File: config.mk
export PLATFORM = sky130hd
export DESIGN_NAME = vn_queue
export DESIGN_NICKNAME = d
export VERILOG_FILES = /design/src/sv/vn_pkg.sv /design/src/sv/vn_queue.sv
export SDC_FILE = /design/constraint.sdc
export NUM_CORES = 1
export LEC_CHECK = 0
export ABC_AREA = 1
export BUFFER_PORTS_ARGS = -buffer_cell sky130_fd_sc_hd__buf_4
export CORE_MARGIN = 1
export CORE_UTILIZATION = 52
export CTS_CLUSTER_DIAMETER = 40
export CTS_CLUSTER_SIZE = 30
export DETAILED_ROUTE_END_ITERATION = 10
export GPL_ROUTABILITY_DRIVEN = 1
export HOLD_SLACK_MARGIN = 0.15
export PLACE_DENSITY = 0.83
export SYNTH_ARGS = -nofsm -noshare
export SYNTH_HDL_FRONTEND = slang
export SYNTH_SLANG_ARGS = --single-unit
File: constraint.sdc
create_clock -name i_clk -period 6.2 [get_ports i_clk]
set_input_delay 0.93 -clock i_clk [delete_from_list [all_inputs] [get_ports i_clk]]
set_output_delay 0.93 -clock i_clk [all_outputs]
set_load 0.03 [all_outputs]
File: src/sv/vn_pkg.sv
package vn_pkg;

    // Number of component fields carried on each beat.
    localparam int FIELD_COUNT = 4;
    // Default limit on the number of components that take part.
    localparam int MAX_COMPONENTS_DEF = 4;
    // Reset value of the component count register.
    localparam logic [2:0] DIMS_RESET = 3'd3;
    // Register byte address of the component count register.
    localparam logic [2:0] ADDR_DIMS = 3'd0;

    // Widths of the arithmetic.
    localparam int MAG_W = 16;
    localparam int SQ_W = 2 * MAG_W;
    localparam int SUM_W = SQ_W + 1;
    localparam int LEN_W = 17;
    localparam int SQRT_STEPS = 17;
    localparam int Q_BITS = 15;
    localparam int REM_W = 31;
    localparam logic [Q_BITS-1:0] ONE_Q14 = 15'd16384;

    // Input beat.
    typedef struct packed {
        logic signed [15:0] comp_3;
        logic signed [15:0] comp_2;
        logic signed [15:0] comp_1;
        logic signed [15:0] comp_0;
    } t_in;

    // Result beat.
    typedef struct packed {
        logic signed [15:0] unit_3;
        logic signed [15:0] unit_2;
        logic signed [15:0] unit_1;
        logic signed [15:0] unit_0;
    } t_out;

    // Classified item handed from the front part to the back part.
    typedef struct packed {
        logic [FIELD_COUNT-1:0][MAG_W-1:0] mag;
        logic [FIELD_COUNT-1:0]            neg;
        logic [LEN_W-1:0]                  len;
    } t_item;

endpackage

File: src/sv/vn_queue.sv
module vn_queue (
    input  logic           i_clk,
    input  logic           i_rst_n,
    input  logic           i_push,
    input  vn_pkg::t_item  i_item,
    input  logic           i_pop,
    output logic           o_full,
    output logic           o_empty,
    output vn_pkg::t_item  o_item
);

    localparam int DEPTH = 2;

    vn_pkg::t_item   r_mem [DEPTH];
    logic            r_wr;
    logic            r_rd;
    logic [1:0]      r_cnt;
    logic            w_push;
    logic            w_pop;

    assign o_full  = (r_cnt == 2'(DEPTH));
    assign o_empty = (r_cnt == 2'd0);
    assign w_push  = i_push && !o_full;
    assign w_pop   = i_pop && !o_empty;
    assign o_item  = r_mem[r_rd];

    // Pointers and fill count.
    always_ff @(posedge i_clk) begin
        if (!i_rst_n) begin
            r_wr  <= 1'b0;
            r_rd  <= 1'b0;
            r_cnt <= 2'd0;
        end else begin
            if (w_push) begin
                r_wr <= !r_wr;
            end
            if (w_pop) begin
                r_rd <= !r_rd;
            end
            r_cnt <= r_cnt + 2'(w_push) - 2'(w_pop);
        end
    end

    // Storage.
    always_ff @(posedge i_clk) begin
        if (w_push) begin
            r_mem[r_wr] <= i_item;
        end
    end

endmodule

Word-level counts from Yosys, hierarchy flattened

Memory sizes are Yosys's and may differ from the RTL's. A register that Yosys moved wholly into a read port is not among the register bits.
Cells that the tools add are included.

Register bits: 4
Logic and storage cells: 18
Input bits: 89
Memories: 1
Bits in writable memories: 170
Output and inout bits: 87

Memory list:

| memory | words | width | rd ports | clocked after memory_dff | wr ports | line           | RTL |
|---|---|---|---|---|---|---|---|
| r_mem  | 2     | 85    | 1        | 1                        | 1        | vn_queue.sv:14 | `vn_pkg::t_item r_mem [DEPTH];` |

Reductions and logical operators: 7
Equality and inequality tests: 1
Muxes and demuxes: 4
Add/subtract/negate cells: 2

Operator list:

| kind                 | number |
|---|---|
| $logic_not A1 Y1     | 4 |
| $mux W1              | 4 |
| $add A2 B1 Y2        | 1 |
| $eq A2 B2 Y1 const B | 1 |
| $logic_and A1 B1 Y1  | 2 |
| $logic_not A2 Y1     | 1 |
| $sub A2 B1 Y2        | 1 |

Longest topological paths before layout

Depth in word-level cells: 5
Mapped depth: 11
Depth with buffers taken out: 11

Worst setup path after synthesis

OpenSTA, ideal clock, no wires.

Path type: input port to flip-flop
Start point: in i_push
End point: mem r_mem[0][0] (netlist bit) (enable)
Stages: 2
Setup slack: 1.130 ns
Data required time: 5.671 ns
Setup time: 0.529 ns
Data arrival time: 4.542 ns
Buffers on the path: 0
Path through: nand2_1 nor2_1

Cells in the longest elaborated chain, start to end: 3

Ends and longest elaborated chain:

| what                          | line           | RTL |
|---|---|---|
| start: declaration            | vn_queue.sv:4  | `input logic i_push,` |
| $logic_and A1 B1 Y1           | vn_queue.sv:23 | `assign w_push = i_push && !o_full;` |
| $mux W1                       | vn_queue.sv:46 | `if (w_push) begin` |
| $mux W1 (implied by the code) | vn_queue.sv:47 | `r_mem[r_wr] <= i_item;` |
| end: declaration              | vn_queue.sv:14 |  |

No other way between the ends.

==> results_dict.tcl <==
set metrics [dict create \
    syn-num-nets 393 \
    p_switching_mw 1.133 \
    post_cts_buffers 0 \
    cts_tree "done" \
    cts_resized 0 \
    clk_pin_slew_ns 0.06 \
    fp.coreArea_um2 12010 \
    hold_path.class "flip-flop to flip-flop" \
    antenna_found_initial 0 \
    synth_top_area_share_pct 79.91 \
    rows 40 \
    netlist_area_um2 6389 \
    crit_type "flip-flop to primary output" \
    grt_pass1_wl_um 17160 \
    seq_power_share_pct 43.7 \
    grt_pass1_vias 3498 \
    static-leakage-power_nw 3.202 \
    yosys-top-cells-area "edfxtp_1 (80%), mux2_1 (8.8%), mux2_2 (6.2%)" \
    synth-seq-cells 175 \
    crit_path_end_kind "primary output" \
    final_core_util_pct 70.19 \
    worstPathRequired_ns 5.27 \
    dpl.hpwl_um 7285 \
    dieArea_um2 12730 \
    ir_drop_mv 0.3007 \
    cts.sinks 175 \
    vias 3341 \
    outcome "complete, no violations" \
    first_pass_iters 4 \
    crit_path_start_kind "flip-flop" \
    nNetsFinal 580 \
    first_iter_violations 124 \
    p_int_mw 2.550 \
    yosysSeqAreaShare_pct 81.47 \
    fp.dieH_um 112.8 \
    syn_to_final_growth_pct 31.96 \
    overflow 0 \
    rsz0062_at_grt "no" \
    fillers 795 \
    finalHoldViolCount 0 \
    critical_path.max_fanout 85 \
    wl_um 11240 \
    clockPowerShare_pct 28.1 \
    clock_latency_ns 0.41 \
    grt_usage_pct 18.43 \
    netlist_instances 302 \
    ios 176 \
    timing.final.crit_period_ns 3.101 \
    n_antenna_cell 0 \
    htree_levels 4 \
    post-route-period-util_pct 50.02 \
    switching_share_pct 30.76 \
    start_util_pct 53.19 \
    cts_made_buffers 17 \
    power.density_nw_per_um2 436.8 \
    fmax_mhz 322.5 \
    synth.distinct_cells 13 \
    clock_skew_ns 0.007373 \
    slew_viol_final 0 \
    avgRoutedWirePerCell_um 17.33 \
    numPortBuffers 175 \
    drc 0 \
    drv_cap 0 \
    p_comb_share_pct 28.2 \
    vias_per_cell 5.148 \
    tightest_slew_ns 1.146 \
    clockBufferDepth 2 \
    synth_area_leader_cell "edfxtp_1" \
    globalplace.congestion 0.6801 \
    ctsHoldBuffers 0 \
    worst_ep_arrival_time_ns 2.17 \
    ctsRootBufferMaster "clkbuf_16" \
    avgSynthCellArea_um2 21.15 \
    antenna_left 0 \
    ys_warn_count 0 \
    slew_headroom_pct 23.60 \
    setup-tns-final_ns 0 \
    fp.dieW_um 112.8 \
    drive_gt1_share_pct 49.00 \
    setup_violations 0 \
    grt_max_degree 86 \
]
-- cell usage after synthesis --
cell type / count
mux2_1: 50
ha_1: 2
a21oi_1: 2
buf_6: 5
nand3_1: 3
buf_2: 3
nor2_1: 8
nand2_1: 9
buf_4: 1
edfxtp_1: 170
dfxtp_1: 5
mux2_2: 35
inv_1: 9
-- cells by family after synthesis --
family	count (synthesis)	synth area share, %
AND/OR/NAND/NOR	20	1.234
adder cells (fa/ha/maj)	2	0.3916
AO/OA/AOI/OAI	2	0.1567
buffers and inverters	18	1.763
flip-flops	175	81.47
multiplexers	85	14.98
-- final timing paths --
path	slack, ns	to	start	cells past startpoint
setup / recovery	3.10	o_item[4]	flip-flop	2
hold / removal	0.53	flip-flop	r_rd$_SDFFE_PN0P_	2
setup reg to reg	3.74	r_mem[0][63]$_DFFE_PP_	r_cnt[0]$_SDFF_PN0_	5
hold reg to reg	0.53	flip-flop	r_rd$_SDFFE_PN0P_	2
-- power groups by stage --
stage	Combinational, mW	Sequential [mW]	Clock (mW)
CTS	1.05	1.61	1.05
detailed placement	1.04	1.64	0
global placement	1.02	1.62	0
floorplan	0.726	1.57	0
global route	1.09	1.63	1.10
finish	1.04	1.61	1.03
-- layout make-up --
cell class                      count  area [µm²]  share of cell area [%]
Clock inverter                     10       111.4                   1.321
Inverter                            9       35.03                  0.4156
Timing Repair Buffer              177        1329                   15.76
Tap cell                          147       183.9                   2.182
Multi-Input combinational cell    109        1079                   12.79
Sequential cell                   175        5209                   61.78
Clock buffer                       22       484.2                   5.744
-- through the flow --
step                      instance area (µm²)  instances  worst slack, ns  hold slack [ns]  power (mW)
after floorplan                          6389        302            1.130           0.4675       2.295
after global placement                   7835        617            3.369           0.4832       2.643
after detailed placement                 7835        617            3.291           0.5042       2.679
after CTS                                8431        649            3.046           0.5280       3.717
after global routing                     8431        649            2.972           0.5644       3.816
final                                    8431        649            3.099           0.5256       3.682
-- cell usage in the layout (no fill, tap or decap) --
cell        count
clkbuf_1        1
inv_1           8
nand2_1         9
ha_1            2
clkinvlp_4      3
mux2_2         35
dfxtp_4         1
bufinv_16       2
clkinv_2        5
nand3_1         3
buf_4         177
nor2_4          1
clkbuf_8        4
clkinv_4        1
mux2_1         50
dfxtp_1         4
nor2_1          7
a21oi_1         2
edfxtp_1      170
clkbuf_16      17
-- flip-flops by register name (all words and copies together), names as in the netlist, named ones only --
| register | count |
|---|---|
| r_cnt | 2 |
| r_mem | 170 |
| r_rd | 1 |
| r_wr | 1 |
-- critical path: stages, from the launching register on --
cell and delay [ns]:
dfxtp_4 1.10, mux2_2 0.45, buf_4 0.17
-- metal layers --
metal  wire length (µm)  vias to the layer above  global-route usage (%)
met5                  0                        -                       0
met4                242                        0                   9.600
met3                805                       25                   7.284
met2               5765                      131                   30.78
met1               4430                     1639                   20.47
li1                   -                     1546                       -
(Power assumes the default switching activity.)
