### src/sv/vn_pkg.sv
package vn_pkg;

    // Number of component fields carried on each beat.
    localparam int FIELD_COUNT = 4;
    // Default limit on the number of components that take part.
    localparam int MAX_COMPONENTS_DEF = 4;
    // Reset value of the component count register.
    localparam logic [2:0] DIMS_RESET = 3'd3;
    // Register byte address of the component count register.
    localparam logic [2:0] ADDR_DIMS = 3'd0;

    // Widths of the arithmetic.
    localparam int MAG_W = 16;
    localparam int SQ_W = 2 * MAG_W;
    localparam int SUM_W = SQ_W + 1;
    localparam int LEN_W = 17;
    localparam int SQRT_STEPS = 17;
    localparam int Q_BITS = 15;
    localparam int REM_W = 31;
    localparam logic [Q_BITS-1:0] ONE_Q14 = 15'd16384;

    // Input beat.
    typedef struct packed {
        logic signed [15:0] comp_3;
        logic signed [15:0] comp_2;
        logic signed [15:0] comp_1;
        logic signed [15:0] comp_0;
    } t_in;

    // Result beat.
    typedef struct packed {
        logic signed [15:0] unit_3;
        logic signed [15:0] unit_2;
        logic signed [15:0] unit_1;
        logic signed [15:0] unit_0;
    } t_out;

    // Classified item handed from the front part to the back part.
    typedef struct packed {
        logic [FIELD_COUNT-1:0][MAG_W-1:0] mag;
        logic [FIELD_COUNT-1:0]            neg;
        logic [LEN_W-1:0]                  len;
    } t_item;

endpackage

### src/sv/vn_front.sv
module vn_front #(
    parameter int MAX_COMPONENTS = vn_pkg::MAX_COMPONENTS_DEF
) (
    input  logic           i_clk,
    input  logic           i_rst_n,
    input  logic           i_take,
    input  vn_pkg::t_in    i_comp,
    input  logic [2:0]     i_dims,
    input  logic           i_full,
    output logic           o_stall,
    output logic           o_push,
    output vn_pkg::t_item  o_item
);

    localparam int LIM = (MAX_COMPONENTS < vn_pkg::FIELD_COUNT) ?
                         MAX_COMPONENTS : vn_pkg::FIELD_COUNT;
    localparam int NS = vn_pkg::SQRT_STEPS;
    localparam int FC = vn_pkg::FIELD_COUNT;
    localparam int RW = vn_pkg::SUM_W + 1;

    logic [3:0] w_n;
    logic       w_en;
    logic [FC-1:0][15:0] w_raw;

    logic                              r_a_valid;
    logic [FC-1:0][vn_pkg::MAG_W-1:0]  r_a_mag;
    logic [FC-1:0]                     r_a_neg;
    logic                              r_b_valid;
    logic [FC-1:0][vn_pkg::SQ_W-1:0]   r_b_sq;
    logic [FC-1:0][vn_pkg::MAG_W-1:0]  r_b_mag;
    logic [FC-1:0]                     r_b_neg;
    logic                              r_c_valid;
    logic [vn_pkg::SUM_W-1:0]          r_c_sum;
    logic [FC-1:0][vn_pkg::MAG_W-1:0]  r_c_mag;
    logic [FC-1:0]                     r_c_neg;

    logic [NS-1:0]                              r_s_valid;
    logic [NS-1:0][vn_pkg::SUM_W-1:0]           r_s_x;
    logic [NS-1:0][RW-1:0]                      r_s_root;
    logic [NS-1:0][FC-1:0][vn_pkg::MAG_W-1:0]   r_s_mag;
    logic [NS-1:0][FC-1:0]                      r_s_neg;
    logic [NS-1:0][vn_pkg::SUM_W-1:0]           n_s_x;
    logic [NS-1:0][RW-1:0]                      n_s_root;

    // The whole front part holds while its last stage cannot enter the queue.
    assign w_en    = !(r_s_valid[NS-1] && i_full);
    assign o_stall = !w_en;
    assign o_push  = r_s_valid[NS-1] && !i_full;
    assign w_raw   = {i_comp.comp_3, i_comp.comp_2, i_comp.comp_1, i_comp.comp_0};

    // Clamp the component count into one up to the limit.
    always_comb begin
        if (i_dims == 3'd0) begin
            w_n = 4'd1;
        end else if (int'(i_dims) > LIM) begin
            w_n = 4'(LIM);
        end else begin
            w_n = {1'b0, i_dims};
        end
    end

    // One restoring square root step per stage; the trial bit is fixed per stage.
    always_comb begin
        logic [vn_pkg::SUM_W-1:0] x_in;
        logic [RW-1:0]            root_in;
        logic [RW-1:0]            bitv;
        logic [RW-1:0]            trial;
        for (int j = 0; j < NS; j++) begin
            x_in    = (j == 0) ? r_c_sum : r_s_x[(j == 0) ? 0 : j-1];
            root_in = (j == 0) ? '0 : r_s_root[(j == 0) ? 0 : j-1];
            bitv    = RW'(1) << (2 * (NS - 1 - j));
            trial   = root_in + bitv;
            if ({1'b0, x_in} >= trial) begin
                n_s_x[j]    = x_in - trial[vn_pkg::SUM_W-1:0];
                n_s_root[j] = (root_in >> 1) + bitv;
            end else begin
                n_s_x[j]    = x_in;
                n_s_root[j] = root_in >> 1;
            end
        end
    end

    // Valid bits of the front pipeline.
    always_ff @(posedge i_clk) begin
        if (!i_rst_n) begin
            r_a_valid <= 1'b0;
            r_b_valid <= 1'b0;
            r_c_valid <= 1'b0;
            r_s_valid <= '0;
        end else if (w_en) begin
            r_a_valid <= i_take;
            r_b_valid <= r_a_valid;
            r_c_valid <= r_b_valid;
            r_s_valid <= {r_s_valid[NS-2:0], r_c_valid};
        end
    end

    // Payload of the front pipeline: magnitudes, squares, sum, root steps.
    always_ff @(posedge i_clk) begin
        if (w_en) begin
            for (int i = 0; i < FC; i++) begin
                r_a_neg[i] <= w_raw[i][15];
                if (i < int'(w_n)) begin
                    r_a_mag[i] <= w_raw[i][15] ? 16'(-w_raw[i]) : w_raw[i];
                end else begin
                    r_a_mag[i] <= '0;
                end
                r_b_sq[i] <= r_a_mag[i] * r_a_mag[i];
            end
            r_b_mag <= r_a_mag;
            r_b_neg <= r_a_neg;
            r_c_sum <= ({1'b0, r_b_sq[0]} + {1'b0, r_b_sq[1]})
                     + ({1'b0, r_b_sq[2]} + {1'b0, r_b_sq[3]});
            r_c_mag <= r_b_mag;
            r_c_neg <= r_b_neg;
            for (int j = 0; j < NS; j++) begin
                r_s_x[j]    <= n_s_x[j];
                r_s_root[j] <= n_s_root[j];
                r_s_mag[j]  <= (j == 0) ? r_c_mag : r_s_mag[(j == 0) ? 0 : j-1];
                r_s_neg[j]  <= (j == 0) ? r_c_neg : r_s_neg[(j == 0) ? 0 : j-1];
            end
        end
    end

    // A zero length divides by one.
    always_comb begin
        o_item.mag = r_s_mag[NS-1];
        o_item.neg = r_s_neg[NS-1];
        if (r_s_root[NS-1] == '0) begin
            o_item.len = vn_pkg::LEN_W'(1);
        end else begin
            o_item.len = r_s_root[NS-1][vn_pkg::LEN_W-1:0];
        end
    end

endmodule

### config.mk
export PLATFORM = sky130hd
export DESIGN_NAME = vn_front
export DESIGN_NICKNAME = d
export VERILOG_FILES = /design/src/sv/vn_pkg.sv /design/src/sv/vn_front.sv
export SDC_FILE = /design/constraint.sdc
export NUM_CORES = 2
export LEC_CHECK = 0
export BUFFER_PORTS_ARGS = -buffer_cell sky130_fd_sc_hd__buf_2
export CORE_AREA = 4 4 420 422
export DETAILED_ROUTE_END_ITERATION = 10
export DIE_AREA = 0 0 424 426
export GPL_ROUTABILITY_DRIVEN = 0
export PLACE_DENSITY_LB_ADDON = 0.12
export SETUP_SLACK_MARGIN = 0.3
export SYNTH_ARGS = -nofsm -noshare
export SYNTH_HDL_FRONTEND = slang
export SYNTH_SLANG_ARGS = --single-unit
### constraint.sdc
create_clock -name i_clk -period 203.8 [get_ports i_clk]
set_input_delay 40.76 -clock i_clk [delete_from_list [all_inputs] [get_ports i_clk]]
set_output_delay 40.76 -clock i_clk [all_outputs]
set_load 0.01 [all_outputs]
======== Word level (Yosys, flattened, before mapping) ========
Index checks and enable logic that the tools add are counted.
storage, ports and cells
  bits in registers ....................... 2647
  logic and storage cells ................. 292
operators by class
  add/sub/neg operators ................... 55
  multiply operators ...................... 4
  magnitude comparators ................... 22
  muxes and demuxes ....................... 40
  reduce and logical (&&, ||, !) cells .... 9
operators with widths
  kind                      number
  $mux W33                  33
  $ge A33 B34 Y1            16
  $sub A33 B33 Y33          15
  $mul A16 B16 Y32          4
  $add A32 B32 Y33          2
  $neg A16 Y16              4
  $mux W15                  4
  $add A33 B1 Y34 const B   1
  $add A33 B11 Y34 const B  1
  $add A33 B13 Y34 const B  1
  $add A33 B15 Y34 const B  1
  $add A33 B17 Y34 const B  1
  $add A33 B19 Y34 const B  1
  $add A33 B21 Y34 const B  1
  $add A33 B23 Y34 const B  1
  $add A33 B25 Y34 const B  1
  $add A33 B27 Y34 const B  1
  $add A33 B29 Y34 const B  1
  $add A33 B3 Y34 const B   1
  $add A33 B31 Y34 const B  1
  $add A33 B5 Y34 const B   1
  $add A33 B7 Y34 const B   1
  $add A33 B9 Y34 const B   1
  $add A34 B1 Y34 const B   1
  29 further kinds          35

======== Depth between registers and ports, before layout ========
  depth after elaboration ................. 5
  depth in mapped cells ................... 25
  gate-level depth less buffers ........... 24

======== Least setup slack after synthesis ========
No wires, ideal clock.
  path type ............................... input -> register
  from .................................... input i_full
  to ...................................... register r_s_neg (netlist bit o_item[17]), enable pin
  library setup time ...................... 3.427 ns
  arrival ................................. 100.074 ns
  required time ........................... 200.373 ns
  slack ................................... 100.299 ns
  stages on the path ...................... 2
  path buffers ............................ 1
  cell sequence ........................... nand2_1 > clkbuf_1
on the way
  longest elaborated chain between the ends .. 1
ends and longest elaborated chain
  what                             line             source
  from (decl)                      vn_front.sv:9    input logic i_full,
  $logic_and A1 B1 Y1              vn_front.sv:46   assign w_en = !(r_s_valid[NS-1] && i_full);
  to (signal, indexed assignment)  vn_front.sv:120  r_s_neg[j] <= (j == 0) ? r_c_neg : r_s_neg[(j == 0) ? 0 : j-1];
  to (decl)                        vn_front.sv:41   logic [NS-1:0][FC-1:0] r_s_neg;
No other way between the ends.
A chain may end at the register's enable or synchronous reset.

======== Worst setup path in the final report ========
  from .................................... input i_full
  to ...................................... output o_stall
on the way
  longest elaborated chain between the ends .. 1
ends and longest elaborated chain
  what                 line            source
  $logic_and A1 B1 Y1  vn_front.sv:46
  to (decl)            vn_front.sv:10  output logic o_stall,
No other way between the ends.

==> run metrics <==
Skew-Pair Late Insertion Delay between 0.8 and 0.9 ns; fill count around 12000; PwrDens 16.74 nW/um^2; largest net degree at the start of global routing between 200 and 250; WS Path Type primary input to output port; Max-slew headroom 0.2507; die height 426 um; drt first-iter violations 3438; Post-Syn Area between 100000 and 150000 sq um; Tightest Hold Check Type register to register; H-tree depth 4; min Tclk post-route 82.94 ns; #FFs+latches synth approximately 2200; grt ovf 0; critical path launch point i_full; vias in the first global route slightly above 60000; worst vdd rail ir drop roughly 0.036 mV; Via density 5.467; Crit path arrival time 42.18 ns; Worst-path clk slew 0.06 ns; RR Startpoint r_a_mag[51]$_SDFFCE_PN0N_; routed via count 58160; CTS sink count approximately 2200; Antenna Nets Post-Route 0; area grow syn2layout 8.887%; max-slew violations 0; status complete, no violations; hold slack final 0.3900 ns; DRC Markers 0; reg-to-reg slack, setup 196.32 ns; clk buf depth 3; CTS tree done; core area 173100 sq um; commonest non-fill, non-tap cell in the layout edfxtp_1; main area contributors after synthesis edfxtp_1 59%, fa_1 13%, ha_1 6.8%; hold_buf cts 0; die width 424 um; CP endpoint kind output port; post-CTS sizing 0; unrepaired setup endpoints after global routing false; top cell type's share of synthesized area 0.5891; Setup Buffers After CTS 0; Mapped Cells 7944; Synth Flop Type edfxtp_1; Worst setup SP type primary input; worst-path fanout max 61; Warnings, synthesis 0; commonest non-fill, non-tap cells in the layout 2194 x edfxtp_1, 1255 x inv_1, 719 x fa_1; part of the cycle the worst path needs 0.4070; Ports 158; # port buffers ~160; CP required between 150 and 200 ns; Synth cell types 79; final setup fails 0; CP endpoint o_stall; GRT Total Usage 0.2111; Seq/Total Area, Yosys 0.5927; first-pass GRT wire length 305400 um; number of max-cap violations 0; Routed WL per cell 17.43 um; Hold Startpoint r_s_mag[274]$_DFFE_PN_; hpwl dp 132200 um; fmax 12.06 MHz; Layout Cells excl Fill 10640; EDFF count, synth 2194; drt first pass iters 6; FP Rows approximately 150; root buffer cell clkbuf_16; reg2reg end r_b_sq[126]$_DFFE_PN_; mean post-synth cell area 14.08 sq um; ys async rst share 0; Place WS 120.85 ns; worst slew pin tran 1.124 ns; Final Hold Vio Count 0; Worst R2R Path Depth 22; Nets 9525; initial antenna violation count 4; Initial Util 0.6463; Placed Cells 10240; worst setup margin approximately 120 ns; post-synth top area cell edfxtp_1; cts bufs inserted 211; clk_skew ~0.043 ns; Lkg Pwr 53.49 nW; Die ar. 180600 sq um; share of layout cells above drive strength 1 0.07245; final WL 185400 um; setup_tns 0 ns
==> metal layers <==
layer / GRT usage / up-vias / wire length, um
li1: - / 27690 / -
met1: 0.2559 / 28780 / 72800
met2: 0.3789 / 1258 / 97000
met3: 0.03057 / 437 / 7705
met4: 0.09024 / 0 / 7908
met5: 0 / - / 0
==> worst min path at each step <==
stage | end | slack (ns) | depth (start not counted)
3_3_place_gp | r_s_mag[1011]$_DFFE_PN_ | 0.40 | 0
6_report | r_s_mag[338]$_DFFE_PN_ | 0.39 | 0
3_5_place_dp | o_item[19]$_DFFE_PN_ | 0.40 | 0
2_1_floorplan | o_item[17]$_DFFE_PN_ | 0.40 | 0
5_1_grt | r_s_mag[334]$_DFFE_PN_ | 0.40 | 0
4_1_cts | r_s_mag[338]$_DFFE_PN_ | 0.39 | 0
==> layout make-up <==
cell class / count / area (sq um) / area share
flip-flops and latches: 2214 / 66280 / 0.5443
multi-input cells: 4256 / 39750 / 0.3264
clock buffers: 243 / 5400 / 0.04434
inverters: 1255 / 4711 / 0.03868
well taps: 2325 / 2909 / 0.02389
clock inverters: 149 / 1603 / 0.01316
repair buffers: 192 / 1111 / 0.009124
diodes: 3 / 7.507 / 0.00006165
==> power breakdown <==
group / internal (mW) / switching (mW)
Sequential: 0.665 / 0.0661
Combinational: 0.383 / 0.539
Clock: 0.220 / 0.166
==> worst max-delay path: stages <==
cell and delay, ns:
buf_2 0.12, nand2_4 0.53, inv_1 0.49, buf_2 0.27
==> cell families after synthesis <==
| family | share of synthesized area |
|---|---|
| flops | 0.5927 |
| compound gates | 0.05114 |
| other cells | 0.00006715 |
| simple gates | 0.06886 |
| fa+ha+maj | 0.1964 |
| mux | 0.005381 |
| xor+xnor | 0.03344 |
| buf+inv | 0.05207 |
==> cell usage after synthesis (all sizes together), types with 146 or more instances <==
master and number:
ha 605, o21ai 176, nand2 519, xor2 165, a21oi 236, clkbuf 146
edfxtp 2194, nor2 312, and2 210, fa 719, inv 1255, xnor2 262
==> through the flow <==
stage                     total power, mW  cell area [sq um]    util
after global routing                2.194             121800  0.7037
after floorplan                     1.397             111800       -
final                               2.039             121800  0.7037
after CTS                           2.051             121800  0.7037
after global placement              1.622             114800  0.6632
after detailed placement            1.647             114800  0.6632
==> registers in the layout, indices dropped and copies added, names as in the netlist, 17 cells and up <==
name	flops
r_b_sq	124
r_b_mag	60
r_s_mag	1024
r_s_neg	64
r_s_x	528
r_c_mag	64
r_s_valid	17
o_item	68
r_a_mag	64
r_c_sum	33
r_s_root	153
(Power assumes the default switching activity.)
